--- src/rtl/lpr_pkg.sv ---
// Shared codes, widths and types of the LRU page replacement tracker.
package lpr_pkg;

    localparam int OP_W   = 2;
    localparam int ST_W   = 2;
    localparam int PROC_W = 16;
    localparam int PAGE_W = 32;

    localparam logic [OP_W-1:0] OP_ACCESS = 2'd0;
    localparam logic [OP_W-1:0] OP_SELECT = 2'd1;
    localparam logic [OP_W-1:0] OP_REMOVE = 2'd2;

    localparam logic [ST_W-1:0] ST_OK    = 2'd0;
    localparam logic [ST_W-1:0] ST_FULL  = 2'd1;
    localparam logic [ST_W-1:0] ST_MISS  = 2'd2;
    localparam logic [ST_W-1:0] ST_EMPTY = 2'd3;

    typedef struct packed {
        logic [ST_W-1:0]   status;
        logic [PROC_W-1:0] victim_process;
        logic [PAGE_W-1:0] victim_page;
    } t_result;

endpackage

--- src/rtl/lpr_mem.sv ---
// Entry table memory with one write port and one registered read port.
module lpr_mem #(
    parameter int DEPTH = 16,
    parameter int WIDTH = 52
) (
    input  logic                     i_clk,
    input  logic                     i_wr_en,
    input  logic [$clog2(DEPTH)-1:0] i_wr_addr,
    input  logic [WIDTH-1:0]         i_wr_data,
    input  logic [$clog2(DEPTH)-1:0] i_rd_addr,
    output logic [WIDTH-1:0]         o_rd_data
);

    logic [WIDTH-1:0] r_mem [DEPTH];
    logic [WIDTH-1:0] r_rd_data;

    always_ff @(posedge i_clk) begin
        if (i_wr_en) begin
            r_mem[i_wr_addr] <= i_wr_data;
        end
        r_rd_data <= r_mem[i_rd_addr];
    end

    assign o_rd_data = r_rd_data;

endmodule

--- src/rtl/lpr_seq.sv ---
// Sequencer that scans and updates the entry table one entry per cycle.
module lpr_seq #(
    parameter int NUM_ENTRIES = 16
) (
    input  logic                                  i_clk,
    input  logic                                  i_rst_n,
    input  logic                                  i_start,
    input  logic [lpr_pkg::OP_W-1:0]              i_operation,
    input  logic [lpr_pkg::PROC_W-1:0]            i_process_id,
    input  logic [lpr_pkg::PAGE_W-1:0]            i_page_number,
    output logic                                  o_idle,
    output logic                                  o_done,
    input  logic                                  i_take,
    output lpr_pkg::t_result                      o_result,
    output logic [$clog2(NUM_ENTRIES)-1:0]        o_rd_addr,
    input  logic [lpr_pkg::PROC_W+lpr_pkg::PAGE_W+$clog2(NUM_ENTRIES)-1:0] i_rd_data,
    output logic                                  o_wr_en,
    output logic [$clog2(NUM_ENTRIES)-1:0]        o_wr_addr,
    output logic [lpr_pkg::PROC_W+lpr_pkg::PAGE_W+$clog2(NUM_ENTRIES)-1:0] o_wr_data
);

    localparam int IW = $clog2(NUM_ENTRIES);
    localparam int RW = IW;
    localparam int CW = $clog2(NUM_ENTRIES + 1);
    localparam logic [IW:0]   END_IDX  = (IW + 1)'(NUM_ENTRIES);
    localparam logic [CW-1:0] FULL_CNT = CW'(NUM_ENTRIES);

    typedef enum logic [3:0] {
        S_IDLE   = 4'b0001,
        S_SCAN   = 4'b0010,
        S_UPDATE = 4'b0100,
        S_DONE   = 4'b1000
    } t_state;

    t_state                     r_state, n_state;
    logic [lpr_pkg::OP_W-1:0]   r_op, n_op;
    logic [lpr_pkg::PROC_W-1:0] r_proc, n_proc;
    logic [lpr_pkg::PAGE_W-1:0] r_page, n_page;
    logic [IW:0]                r_idx, n_idx;
    logic                       r_rd_live, n_rd_live;
    logic [IW-1:0]              r_rd_idx, n_rd_idx;
    logic [NUM_ENTRIES-1:0]     r_valid, n_valid;
    logic [CW-1:0]              r_count, n_count;
    logic                       r_found, n_found;
    logic [IW-1:0]              r_hit_idx, n_hit_idx;
    logic [RW-1:0]              r_hit_rank, n_hit_rank;
    logic                       r_free_found, n_free_found;
    logic [IW-1:0]              r_free_idx, n_free_idx;
    lpr_pkg::t_result           r_result, n_result;

    logic                       issue;
    logic                       e_valid;
    logic [lpr_pkg::PROC_W-1:0] rd_proc;
    logic [lpr_pkg::PAGE_W-1:0] rd_page;
    logic [RW-1:0]              rd_rank;
    logic [CW-1:0]              cnt_m1;
    logic                       key_eq;
    logic                       victim_eq;
    logic                       rank_lt;
    logic                       rank_gt;
    logic [RW-1:0]              rank_inc;
    logic [RW-1:0]              rank_dec;

    assign issue = ((r_state == S_SCAN) || (r_state == S_UPDATE)) && (r_idx != END_IDX);
    assign {rd_proc, rd_page, rd_rank} = i_rd_data;
    assign e_valid   = r_valid[r_rd_idx];
    assign cnt_m1    = r_count - CW'(1);
    assign key_eq    = (rd_proc == r_proc) && (rd_page == r_page);
    assign victim_eq = (rd_rank == cnt_m1[RW-1:0]);
    assign rank_lt   = (rd_rank < r_hit_rank);
    assign rank_gt   = (rd_rank > r_hit_rank);
    assign rank_inc  = rd_rank + RW'(1);
    assign rank_dec  = rd_rank - RW'(1);

    always_comb begin
        n_state      = r_state;
        n_op         = r_op;
        n_proc       = r_proc;
        n_page       = r_page;
        n_idx        = r_idx;
        n_rd_live    = issue;
        n_rd_idx     = r_idx[IW-1:0];
        n_valid      = r_valid;
        n_count      = r_count;
        n_found      = r_found;
        n_hit_idx    = r_hit_idx;
        n_hit_rank   = r_hit_rank;
        n_free_found = r_free_found;
        n_free_idx   = r_free_idx;
        n_result     = r_result;
        o_wr_en      = 1'b0;
        o_wr_data    = {rd_proc, rd_page, rd_rank};
        if (issue) begin
            n_idx = r_idx + (IW + 1)'(1);
        end
        case (r_state)
            S_IDLE: begin
                if (i_start) begin
                    n_state      = S_SCAN;
                    n_op         = i_operation;
                    n_proc       = i_process_id;
                    n_page       = i_page_number;
                    n_idx        = '0;
                    n_found      = 1'b0;
                    n_free_found = 1'b0;
                    n_result     = '0;
                end
            end
            S_SCAN: begin
                if (r_rd_live) begin
                    if (!r_found && e_valid &&
                        ((r_op == lpr_pkg::OP_SELECT) ? victim_eq : key_eq)) begin
                        n_found    = 1'b1;
                        n_hit_idx  = r_rd_idx;
                        n_hit_rank = rd_rank;
                        if (r_op == lpr_pkg::OP_SELECT) begin
                            n_result.victim_process = rd_proc;
                            n_result.victim_page    = rd_page;
                        end
                    end
                    if (!r_free_found && !e_valid) begin
                        n_free_found = 1'b1;
                        n_free_idx   = r_rd_idx;
                    end
                end else if (r_idx == END_IDX) begin
                    n_idx = '0;
                    case (r_op)
                        lpr_pkg::OP_ACCESS: begin
                            if (r_found) begin
                                n_state = S_UPDATE;
                            end else if (r_count == FULL_CNT) begin
                                n_result.status = lpr_pkg::ST_FULL;
                                n_state         = S_DONE;
                            end else begin
                                n_count = r_count + CW'(1);
                                n_state = S_UPDATE;
                            end
                        end
                        lpr_pkg::OP_SELECT: begin
                            if (r_found) begin
                                n_valid[r_hit_idx] = 1'b0;
                                n_count            = cnt_m1;
                            end else begin
                                n_result.status = lpr_pkg::ST_EMPTY;
                            end
                            n_state = S_DONE;
                        end
                        lpr_pkg::OP_REMOVE: begin
                            if (r_found) begin
                                n_valid[r_hit_idx] = 1'b0;
                                n_count            = cnt_m1;
                                n_state            = S_UPDATE;
                            end else begin
                                n_result.status = lpr_pkg::ST_MISS;
                                n_state         = S_DONE;
                            end
                        end
                        default: begin
                            n_state = S_DONE;
                        end
                    endcase
                end
            end
            S_UPDATE: begin
                if (r_rd_live) begin
                    if ((r_op == lpr_pkg::OP_ACCESS) && !r_found) begin
                        if (r_rd_idx == r_free_idx) begin
                            o_wr_en            = 1'b1;
                            o_wr_data          = {r_proc, r_page, {RW{1'b0}}};
                            n_valid[r_rd_idx]  = 1'b1;
                        end else if (e_valid) begin
                            o_wr_en   = 1'b1;
                            o_wr_data = {rd_proc, rd_page, rank_inc};
                        end
                    end else if (r_op == lpr_pkg::OP_ACCESS) begin
                        if (r_rd_idx == r_hit_idx) begin
                            o_wr_en   = 1'b1;
                            o_wr_data = {rd_proc, rd_page, {RW{1'b0}}};
                        end else if (e_valid && rank_lt) begin
                            o_wr_en   = 1'b1;
                            o_wr_data = {rd_proc, rd_page, rank_inc};
                        end
                    end else begin
                        if (e_valid && rank_gt) begin
                            o_wr_en   = 1'b1;
                            o_wr_data = {rd_proc, rd_page, rank_dec};
                        end
                    end
                end else if (r_idx == END_IDX) begin
                    n_state = S_DONE;
                end
            end
            S_DONE: begin
                if (i_take) begin
                    n_state = S_IDLE;
                end
            end
            default: begin
                n_state = S_IDLE;
            end
        endcase
    end

    always_ff @(posedge i_clk) begin
        if (!i_rst_n) begin
            r_state   <= S_IDLE;
            r_rd_live <= 1'b0;
            r_valid   <= '0;
            r_count   <= '0;
            r_idx     <= '0;
        end else begin
            r_state   <= n_state;
            r_rd_live <= n_rd_live;
            r_valid   <= n_valid;
            r_count   <= n_count;
            r_idx     <= n_idx;
        end
    end

    always_ff @(posedge i_clk) begin
        r_op         <= n_op;
        r_proc       <= n_proc;
        r_page       <= n_page;
        r_rd_idx     <= n_rd_idx;
        r_found      <= n_found;
        r_hit_idx    <= n_hit_idx;
        r_hit_rank   <= n_hit_rank;
        r_free_found <= n_free_found;
        r_free_idx   <= n_free_idx;
        r_result     <= n_result;
    end

    assign o_idle    = (r_state == S_IDLE);
    assign o_done    = (r_state == S_DONE);
    assign o_result  = r_result;
    assign o_rd_addr = r_idx[IW-1:0];
    assign o_wr_addr = r_rd_idx;

endmodule

--- src/rtl/lru_page_replacement_tracker_unit.sv ---
// Top level of the LRU page replacement tracker with its result register.
//
//  Channel  Direction  Handshake          Payload
//  input    in         i_valid / o_stall  i_operation, i_process_id, i_page_number
//  output   out        o_valid / i_stall  o_status, o_victim_process, o_victim_page
//
// A select, a refused insert or a missed remove takes a scan of the table.
// An access that hits or inserts and a remove that hits add an update pass.
// The single read port of the entry table, one entry per cycle, paces each pass.
// Valid bits sit in flip-flops, so the block is ready right after reset.
// A new item is taken while an earlier result still waits behind a high i_stall.
module lru_page_replacement_tracker_unit #(
    parameter int NUM_ENTRIES = 16
) (
    input  logic                       i_clk,
    input  logic                       i_rst_n,
    input  logic                       i_valid,
    output logic                       o_stall,
    input  logic [lpr_pkg::OP_W-1:0]   i_operation,
    input  logic [lpr_pkg::PROC_W-1:0] i_process_id,
    input  logic [lpr_pkg::PAGE_W-1:0] i_page_number,
    output logic                       o_valid,
    input  logic                       i_stall,
    output logic [lpr_pkg::ST_W-1:0]   o_status,
    output logic [lpr_pkg::PROC_W-1:0] o_victim_process,
    output logic [lpr_pkg::PAGE_W-1:0] o_victim_page
);

    localparam int IW = $clog2(NUM_ENTRIES);
    localparam int MW = lpr_pkg::PROC_W + lpr_pkg::PAGE_W + IW;

    logic             seq_idle;
    logic             seq_done;
    logic             take;
    lpr_pkg::t_result seq_result;
    logic [IW-1:0]    rd_addr;
    logic [MW-1:0]    rd_data;
    logic             wr_en;
    logic [IW-1:0]    wr_addr;
    logic [MW-1:0]    wr_data;

    logic             r_out_valid, n_out_valid;
    lpr_pkg::t_result r_out, n_out;

    lpr_mem #(
        .DEPTH(NUM_ENTRIES),
        .WIDTH(MW)
    ) u_mem (
        .i_clk    (i_clk),
        .i_wr_en  (wr_en),
        .i_wr_addr(wr_addr),
        .i_wr_data(wr_data),
        .i_rd_addr(rd_addr),
        .o_rd_data(rd_data)
    );

    lpr_seq #(
        .NUM_ENTRIES(NUM_ENTRIES)
    ) u_seq (
        .i_clk        (i_clk),
        .i_rst_n      (i_rst_n),
        .i_start      (i_valid && seq_idle),
        .i_operation  (i_operation),
        .i_process_id (i_process_id),
        .i_page_number(i_page_number),
        .o_idle       (seq_idle),
        .o_done       (seq_done),
        .i_take       (take),
        .o_result     (seq_result),
        .o_rd_addr    (rd_addr),
        .i_rd_data    (rd_data),
        .o_wr_en      (wr_en),
        .o_wr_addr    (wr_addr),
        .o_wr_data    (wr_data)
    );

    assign take = seq_done && (!r_out_valid || !i_stall);

    always_comb begin
        n_out_valid = r_out_valid && i_stall;
        n_out       = r_out;
        if (take) begin
            n_out_valid = 1'b1;
            n_out       = seq_result;
        end
    end

    always_ff @(posedge i_clk) begin
        if (!i_rst_n) begin
            r_out_valid <= 1'b0;
        end else begin
            r_out_valid <= n_out_valid;
        end
    end

    always_ff @(posedge i_clk) begin
        r_out <= n_out;
    end

    assign o_stall          = !seq_idle;
    assign o_valid          = r_out_valid;
    assign o_status         = r_out.status;
    assign o_victim_process = r_out.victim_process;
    assign o_victim_page    = r_out.victim_page;

endmodule

--- config.mk ---
export PLATFORM = sky130hd
export DESIGN_NAME = lru_page_replacement_tracker_unit
export DESIGN_NICKNAME = d
export VERILOG_FILES = /design/src/rtl/lpr_pkg.sv /design/src/rtl/lpr_mem.sv /design/src/rtl/lpr_seq.sv /design/src/rtl/lru_page_replacement_tracker_unit.sv
export SDC_FILE = /design/constraint.sdc
export NUM_CORES = 1
export LEC_CHECK = 0
export ABC_AREA = 1
export BUFFER_PORTS_ARGS = -buffer_cell sky130_fd_sc_hd__buf_2
export CORE_ASPECT_RATIO = 1.75
export CORE_MARGIN = 2
export CORE_UTILIZATION = 30
export CTS_CLUSTER_DIAMETER = 100
export CTS_CLUSTER_SIZE = 10
export DETAILED_ROUTE_END_ITERATION = 12
export PLACE_DENSITY_LB_ADDON = 0.08
export SLEW_MARGIN = 20
export SYNTH_ARGS = -nofsm -noshare
export SYNTH_HDL_FRONTEND = slang
export SYNTH_SLANG_ARGS = --single-unit
--- constraint.sdc ---
create_clock -name i_clk -period 14.2 [get_ports i_clk]
set_input_delay 1.42 -clock i_clk [delete_from_list [all_inputs] [get_ports i_clk]]
set_output_delay 1.42 -clock i_clk [all_outputs]
set_load 0.03 [all_outputs]
==> flow_summary.toml, run 1 <==
[synthesis]
synth_cells = 3244
synth_cell_types = 45
synthDominantCellAreaShare_pct = 70.6
ys_async_sr_fraction_pct = 0
syn_area_um2 = 42300
synth.ff_latch_count = 1084
synth_compound_area_share_pct = 11.6
synth.avg_cell_area_um2 = 13.1
synth_edf_count = 996
ys_seq_area_share_pct = 74.8
synthTopCellsByArea = "edfxtp_1, o21ai_0, nor2_1"
synthAdderAreaFrac_pct = 0.473
synth-xor-area-share_pct = 0.993
synth_top_family_by_area = "compound AO/OA/AOI/OAI gates"
syn-num-nets = 3314
synth-main-ff-cell = "edfxtp_1"
ys_warn_count = 0
synthSimpleGateAreaFrac_pct = 9.06
synth_top_cell_by_area = "edfxtp_1"
synth_mux_area_share_pct = 0

[clocking]
cts_max_level = 3
clock-sinks = 1084
tritoncts = "built"
post-cts-setup-buffer-count = 0
clkLatencyLatePin_ps = 740
cts_made_buffers = 118
cts_resized = 0
clk_pin_slew_worst_paths_ps = 60
cts_hold_buf = 0
clock_path_buffers = 3
ctsRootBufferMaster = "clkbuf_16"

[drt]
dr_total_vias = 26600
drt_wl_total_um = 125000
first_pass_iters = 7
drtIter0Drc = 2204
wl_per_cell_um = 23.7
ant_nets = 0
drc_errors = 0
vias_per_cell = 5.04

[critical_path]
r2r_start = "u_mem.o_rd_data[0]"
arrival_ps = 5010
worstSetupPathType = "reg2reg"
crit_path_end_kind = "register"
worstSetupStartpoint = "u_mem.o_rd_data[0]"
crit_required_ps = 14550
critPathLaunchType = "register"
path_max_fanout = 33

[global_route]
grt_pass1_wl_um = 183000
grt_pass1_vias = 27000
grt.overflow.total = 0
grt_start_max_net_pins = 192
grt_use_total_pct = 17.2
antenna_found_initial = 3

[timing]
max_freq_ghz = 0.215
fin_setup_tns_ps = 0
worst_pin_slew_ps = 1100
fin_crit_sh_pct = 32.8
finalHoldViolations = 0
max-slew-margin-rel_pct = 26.7
setup_viol = 0
finalMaxSlewViolations = 0
fin_skew_ps = 30.7
rsz0062_at_grt = "no"
fin_crit_ps = 4660

[floorplanning]
dieArea_um2 = 144000
start_util_pct = 30.2
core-area_um2 = 140000
die_x_um = 288
die_h_um = 501
ios = 106
fp-row-count = 182

[outcome]
status = "completed"

[finish]
fill_cells = 13800
drive_gt1_share_pct = 10.9
layoutNonFillerInstCount = 5272
nets = 3395
syn2layout_area_growth_pct = 14.6
multi_input_area_um2 = 9630
seqCellArea_um2 = 31700

[placed_design]
port_buffers = 105
gp_congestion = 0.798
dp_hpwl_um = 65000
placed_cells = 5044

[job]
drv_cap = 0

[power]
vdd_drop_max_uv = 81.3
p_leak_nw = 16.0
powerDensity_nw_per_um2 = 137

[hold_path]
min_from = "u_seq.o_result[2]"
hp-class = "reg2reg"
worst max-delay path, stage by stage, from the launching register on:
cell     delay (ps)
dfxtp_1         430
inv_1           190
ha_1            230
nor2_1          100
nor2_1           50
o21ai_1         110
inv_1           120
nor2_1          320
o21ai_0         250
nand2_1         150
nand3_2         600
nor2_4          940
buf_4           700
placed cells by master, fill, tap and decap left out, drive strengths merged, types with 8 or more instances in the layout:
master | synthesis | final
edfxtp | 996 | 996
nor2 | 566 | 566
o21ai | 463 | 463
nand2 | 241 | 241
clkbuf | 183 | 217
buf | 17 | 161
o221ai | 146 | 146
inv | 132 | 133
nand3 | 94 | 94
dfxtp | 88 | 88
a21oi | 66 | 66
o211ai | 63 | 63
o22ai | 62 | 62
xor2 | 29 | 29
nor3 | 25 | 25
xnor2 | 19 | 19
ha | 16 | 16
nand4 | 16 | 16
clkinv | 1 | 8
logic make-up after synthesis:
| group | count (synthesis) |
|---|---|
| fa+ha+maj | 16 |
| simple gates | 948 |
| flops | 1084 |
| compound gates | 815 |
| buf+inv | 333 |
| xor+xnor | 48 |
area by class of cell:
type / count / share of cell area [%]
inverter: 133 / 1.07
clock inverter: 8 / 0.227
multi-input combinational: 1827 / 19.8
timing repair buffer: 161 / 1.96
sequential: 1084 / 65.3
tap: 1840 / 4.74
clock buffer: 217 / 6.85
antenna: 2 / 0.0103
where the power goes:
part           internal, mW  switching [mW]
clock                  1.57            1.26
sequential             3.54          0.0321
combinational        0.0654           0.201
registers in the layout, summed over array words and instances (netlist names):
signal,count
u_mem.r_mem,832
u_mem.o_rd_data,52
u_seq.o_result,50
o_victim_page,32
u_seq.r_page,32
o_victim_process,16
u_seq.r_proc,16
u_seq.r_valid,16
u_seq.r_count,5
u_seq.r_idx,5
u_seq.o_wr_addr,4
u_seq.r_free_idx,4
u_seq.r_hit_idx,4
u_seq.r_hit_rank,4
u_seq.r_state,4
o_status,2
u_seq.r_op,2
o_valid,1
u_seq.r_found,1
u_seq.r_free_found,1
u_seq.r_rd_live,1
cell usage after synthesis (2+ instances only):
master	instances
xnor2_1	19
o211ai_1	63
nor3_1	23
o21ai_0	441
a21oi_1	64
o211a_1	3
clkbuf_1	183
o221ai_1	146
xor2_1	29
ha_1	16
nand2_2	4
nand2_1	237
buf_4	2
nand4_1	14
nand3_1	93
buf_1	2
dfxtp_1	88
inv_2	13
a21oi_2	2
nor2_1	561
edfxtp_1	996
o22ai_1	62
buf_2	11
a211oi_1	3
inv_1	119
o21ai_1	21
buf_6	2
o21bai_1	5
nor2_2	5
nor3b_1	2
stage by stage:
stage	hold WS, ps	cell area [µm²]	worst slack, ps	util, %	power (mW)
floorplan	326	42300	8400	-	3.79
global placement	400	44900	9510	32.0	3.91
detailed placement	405	45000	9500	32.1	3.91
CTS	418	48400	9480	34.5	6.78
global route	426	48500	9080	34.6	6.92
finish	415	48500	9540	34.6	6.67
layer usage:
metal  vias to the layer above  part of all wire, %  routed length, µm  GRT usage [%]
met5                         -                    0                  0              0
met4                         0                  2.6               3210           5.78
met3                       163                  3.9               4830           1.88
met2                       730                   51              63400           30.1
met1                     13600                   43              53300           22.0
li1                      12100                    -                  -              -
final timing paths:
| check | end | slack [ps] | cells past startpoint |
|---|---|---|---|
| worst max-delay path | u_mem.r_mem[13][17] | 9540 | 12 |
| worst min-delay path | o_victim_page[2] | 420 | 0 |
| worst max register to register | u_mem.r_mem[13][17] | 9540 | 12 |
| worst min register to register | o_victim_page[2] | 420 | 0 |
(Power assumes the default switching activity.)
==> run 2, diff against run 1 <==
- ABC_AREA: 1 -> 0
- clock period: 14.2 -> 4.1 ns (I/O delays scaled with it)
==> run 2 against run 1 <==
- global-route usage fell by 0.89 points
- first-iteration DRC count fell by 40%
- via count fell by 25%
- synthesized area fell by 2.6%
==> flow_summary.toml, run 2 <==
[synthesis]
synthSimpleGateAreaFrac_pct = 4.22
ys_async_sr_fraction_pct = 0
synth-xor-area-share_pct = 1.51
synthAdderAreaFrac_pct = 0.485
synth_cell_types = 61
synth_cells = 1992
synth_top_cells_by_count = "edfxtp_1, mux4_2, nand2_1, dfxtp_1, clkbuf_1"
synth_top_family_by_area = "multiplexers"
ys_warn_count = 0
syn-num-nets = 2062
synthDominantCellAreaShare_pct = 72.5
synth_compound_area_share_pct = 1.42
syn_area_um2 = 41300
synth.avg_cell_area_um2 = 20.7
synth_edf_count = 996
synth_mux_area_share_pct = 14.5
synth_top_cell_by_area = "edfxtp_1"
synthTopCellsByArea = "edfxtp_1, mux4_2, dfxtp_1"
ys_seq_area_share_pct = 76.8
synth.ff_latch_count = 1084
yosysMostFrequentCell = "edfxtp_1"
synth-main-ff-cell = "edfxtp_1"

[critical_path]
path_delay_family = "simple AND/OR/NAND/NOR gates"
regToRegEndpoint = "u_mem.r_mem[15][31]"
crit_slowest_cell = "dfxtp_1"
arrival_ps = 4120
critPathLaunchType = "register"
path_max_fanout = 17
r2r_start = "u_seq.o_wr_addr[0]"
crit_path_end_kind = "register"
worstSetupPathType = "reg2reg"
crit_required_ps = 4490
path_cells = "mux4_2, o211a_1, nor2_1, a221oi_2, nand4_1, nor2_4, buf_4"
critPathMaxStageDelay_ps = 770
ff2ff_path_depth = 7
r2r_setup_slack_ps = 370
path_buf_inv = 1

[clocking]
cts_made_buffers = 118
tritoncts = "built"
cts_max_level = 3
clock_path_buffers = 3
ctsRootBufferMaster = "clkbuf_16"
clkLatencyLatePin_ps = 740
cts_resized = 0
cts_hold_buf = 51
post-cts-setup-buffer-count = 0
clock-sinks = 1084
clk_pin_slew_worst_paths_ps = 60

[hold_path]
holdPathEnd = "u_seq.r_state[0]"
min_from = "i_valid"
hold_depth = 4
hp-class = "in2reg"

[floorplanning]
ios = 106
start_util_pct = 30.1
core-area_um2 = 137000
fp-row-count = 180
dieArea_um2 = 141000
die_x_um = 284
die_h_um = 495

[power]
power.switching_mw = 4.53
powerDensity_nw_per_um2 = 457
p_comb_share_pct = 1.4
vdd_drop_max_uv = 332
pwr-share-seq_pct = 54.3
switching_share_pct = 20.4
p_leak_nw = 11.7
p_int_mw = 17.7
pwr-share-clk_pct = 44.3

[timing]
fin_skew_ps = 41.7
max_freq_ghz = 0.268
fin_crit_sh_pct = 91.1
rsz0062_at_grt = "no"
finalMaxSlewViolations = 0
max-slew-margin-rel_pct = 40.7
setup_viol = 0
finalHoldViolations = 0
fin_setup_tns_ps = 0
worst_pin_slew_ps = 886
fin_crit_ps = 3730

[global_route]
grt_pass1_vias = 21800
busiest_layer = "met2"
grt.met1_usage_pct = 20.5
grt_start_max_net_pins = 86
grt.overflow.total = 0
antenna_found_initial = 7
grt_use_total_pct = 16.3
grt_pass1_wl_um = 163000
grtUsageMet3_pct = 2.07
gr-usage-met2_pct = 29.4

[finish]
final_cell_area_um2 = 48600
top_register = "u_mem.r_mem"
final_cell_mix = "edfxtp_1, mux4_2, nand2_1"
drive_gt1_share_pct = 25.2
syn2layout_area_growth_pct = 17.8
nets = 2306
largest_register_ffs = 832
final_common_cell = "edfxtp_1"

[outcome]
status = "completed"

[drt]
drtIter0Drc = 1316
drt_wl_total_um = 114000
drc_errors = 0
wl_per_cell_um = 27.4
dr_total_vias = 19800
ant_nets = 0
vias_per_cell = 4.77
first_pass_iters = 7

[placed_design]
gp_congestion = 0.759
dp_hpwl_um = 66100
port_buffers = 105
dpl-instance-area_um2 = 44600

[job]
drv_cap = 0
[run 2: changes by cell type after synthesis, sizes merged, moves of 58 or more]
cell,before,now
nor2,566,47
o21ai,463,24
mux4,0,264
o221ai,146,0
clkbuf,183,58
inv,132,21
nand3,94,10
nand2,241,172
o22ai,62,1
o211ai,63,5
[run 2: final cells by class]
cell class,instances,area (µm²)
fillers,13000,88300
flip-flops and latches,1084,31700
multi-input cells,795,9280
clock buffers,213,3370
well taps,1820,2280
repair buffers,215,1840
inverters,22,87.6
clock inverters,4,67.6
diodes,1,2.50
[run 2: logic make-up after synthesis]
kind of cell	after synthesis
adder cells (fa/ha/maj)	16
buffers and inverters	113
AND/OR/NAND/NOR	356
XOR/XNOR	71
multiplexers	267
flip-flops	1084
AO/OA/AOI/OAI	85
[run 2: through the flow]
stage | hold WS (ps) | std cells | worst slack [ps] | utilization [%] | total power, mW
detailed placement | 405 | 3884 | 362 | 32.6 | 12.6
global placement | 407 | 3884 | 420 | 32.6 | 12.6
floorplan | 329 | 1992 | -459 | - | 12.4
finish | 110 | 4154 | 366 | 35.5 | 22.2
CTS | 31.9 | 4152 | 327 | 35.5 | 22.6
global route | 96.1 | 4154 | 126 | 35.5 | 22.9
[run 2: power groups by stage]
stage                     Combinational, mW  Clock [mW]  Sequential (mW)
after global routing                  0.347        10.5             12.1
after detailed placement              0.294           0             12.3
after CTS                             0.334        10.2             12.1
after global placement                0.297           0             12.3
after floorplan                       0.137           0             12.3
final                                 0.321        9.83             12.1
[run 2: worst register-to-register path, cell delays in order (launching register included)]
cell	delay, ps
dfxtp_1	770
mux4_2	420
o211a_1	210
nor2_1	100
a221oi_2	420
nand4_1	630
nor2_4	450
buf_4	360
[run 2: worst max-delay path by stage]
stage               cells past startpoint          startpoint  slack, ps                   to
global placement                        8  u_mem.o_rd_data[2]        420  u_mem.r_mem[14][34]
floorplan                               8  u_seq.o_wr_addr[2]       -460   u_mem.r_mem[11][0]
detailed placement                      7  u_seq.o_wr_addr[0]        360  u_mem.r_mem[15][33]
global route                            7  u_seq.o_wr_addr[0]        130  u_mem.r_mem[15][42]
CTS                                     7  u_seq.o_wr_addr[0]        330  u_mem.r_mem[15][42]
finish                                  7  u_seq.o_wr_addr[0]        370  u_mem.r_mem[15][31]
[run 2: per-layer routing]
layer	share of wire [%]	up-vias	wire, µm
met5	0	-	0
met4	2.0	0	2260
met3	3.3	134	3720
met2	53	440	60100
met1	42	10700	47800
li1	-	8530	-
==> run 3, diff against run 2 <==
- PLACE_DENSITY_LB_ADDON: 0.08 -> not set
==> run 3 against run 2 <==
- power shrank 0.42%
- cell area is 0.14% higher
- register-to-register slack better by 150 ps
- non-clock buffer count is 3 higher
- highest routed layer is now met5
==> flow_summary.toml, run 3 (synthesized netlist as in run 2, its figures left out) <==
[outcome]
status = "completed"

[floorplanning]
die_x_um = 284
ios = 106
dieArea_um2 = 141000
fp-row-count = 180
start_util_pct = 30.1
core-area_um2 = 137000
die_h_um = 495

[timing]
fin_skew_ps = 39.6
max_freq_ghz = 0.279
fin_crit_ps = 3580
finalMaxSlewViolations = 0
finalHoldViolations = 0
max-slew-margin-rel_pct = 21.3
fin_crit_sh_pct = 87.3
rsz0062_at_grt = "no"
worst_pin_slew_ps = 1180
setup_viol = 0

[power]
powerDensity_nw_per_um2 = 454
p_leak_nw = 11.7
vdd_drop_max_uv = 393
finalPower_mw = 22.1

[critical_path]
crit_slowest_cell = "dfxtp_1"
cp_common_cell = "buf_4"
ff2ff_path_depth = 8
crit_path_end_kind = "register"
critPathLaunchType = "register"
critPathMaxStageDelay_ps = 810
crit_required_ps = 4520
arrival_ps = 4000
path_max_fanout = 17
path_cells = "mux4_2, o211a_1, nor2_1, a221oi_2, nand4b_1, buf_4, nor2_4, buf_4"
worstSetupPathType = "reg2reg"

[clocking]
cts_made_buffers = 118
clock_path_buffers = 3
tritoncts = "built"
post-cts-setup-buffer-count = 0
clk_pin_slew_worst_paths_ps = 60
cts_resized = 0
ctsRootBufferMaster = "clkbuf_16"
cts_hold_buf = 51
clock-sinks = 1084
clkLatencyLatePin_ps = 740
cts_max_level = 3

[placed_design]
port_buffers = 105
dpl-instance-area_um2 = 44700
gp_congestion = 0.806
placed_cells = 3888
dp_hpwl_um = 62800

[hold_path]
hold_depth = 4
hp-class = "in2reg"

[global_route]
grt_pass1_vias = 21400
grt_start_max_net_pins = 63
grt_use_total_pct = 14.8
grt_pass1_wl_um = 153000
grt.overflow.total = 0
antenna_found_initial = 4

[finish]
final_cell_mix = "edfxtp_1, mux4_2, nand2_1"
syn2layout_area_growth_pct = 18.0
final_cell_area_um2 = 48700
layoutNonFillerInstCount = 4160
top_register = "u_mem.r_mem"
final_common_cell = "edfxtp_1"
drive_gt1_share_pct = 25.3
largest_register_ffs = 832
fill_cells = 12800
nets = 2309

[job]
drv_cap = 0

[drt]
drt_wl_total_um = 105000
drc_errors = 0
vias_per_cell = 4.81
dr_total_vias = 20000
ant_nets = 0
wl_per_cell_um = 25.2
first_pass_iters = 7
drtIter0Drc = 1752
[run 3: changes by cell type in the layout (fill, tap and decap cells not counted), moves of 2 or more]
cell,previous run,this run
buf_4,31,35
clkbuf_16,121,118
clkinv_16,0,5
inv_6,2,0
[run 3: power by group]
part           internal [mW]  total (mW)  switching, mW
logic                  0.122       0.317          0.195
clock network           5.44        9.73           4.29
registers               12.0        12.1         0.0575
[run 3: layout make-up]
class,instances,area (µm²),share of cell area [%]
antenna,2,5.00,0.0103
clock buffer,211,3300,6.78
clock inverter,8,195,0.401
inverter,22,88.8,0.183
multi-input combinational,795,9280,19.1
sequential,1084,31700,65.1
tap,1820,2280,4.68
timing repair buffer,218,1840,3.78
[run 3: final timing paths]
kind	start	end	slack, ps
setup / recovery	u_seq.o_wr_addr[0]	u_mem.r_mem[11][17]	520
hold / removal	i_valid	u_seq.r_state[0]	130
setup reg to reg	u_seq.o_wr_addr[0]	u_mem.r_mem[11][17]	520
hold reg to reg	u_seq.o_result[27]	o_victim_page[27]	410
[run 3: routing by layer]
metal	wire length, µm	global-route usage (%)	vias to the layer above
li1	-	-	8538
met1	41100	17.8	10700
met2	56500	27.2	571
met3	4760	2.44	131
met4	2330	4.46	4
met5	18	0	-
[run 3: critical path, delay by kind of cell, from the launching register on]
family | cells | cell delay, ps
mux | 1 | 420
buf+inv | 2 | 530
compound gates | 2 | 670
simple gates | 3 | 860
flops | 1 | 810
[run 3: stage by stage]
| stage | TNS, ps | util [%] | hold slack (ps) | worst slack [ps] |
|---|---|---|---|---|
| 6_report | 0 | 35.5 | 132 | 521 |
| 5_1_grt | 0 | 35.5 | 138 | 348 |
| 4_1_cts | 0 | 35.5 | 81.8 | 550 |
| 3_5_place_dp | 0 | 32.6 | 405 | 563 |
| 3_3_place_gp | 0 | 32.6 | 404 | 537 |
| 2_1_floorplan | -368950 | - | 329 | -459 |
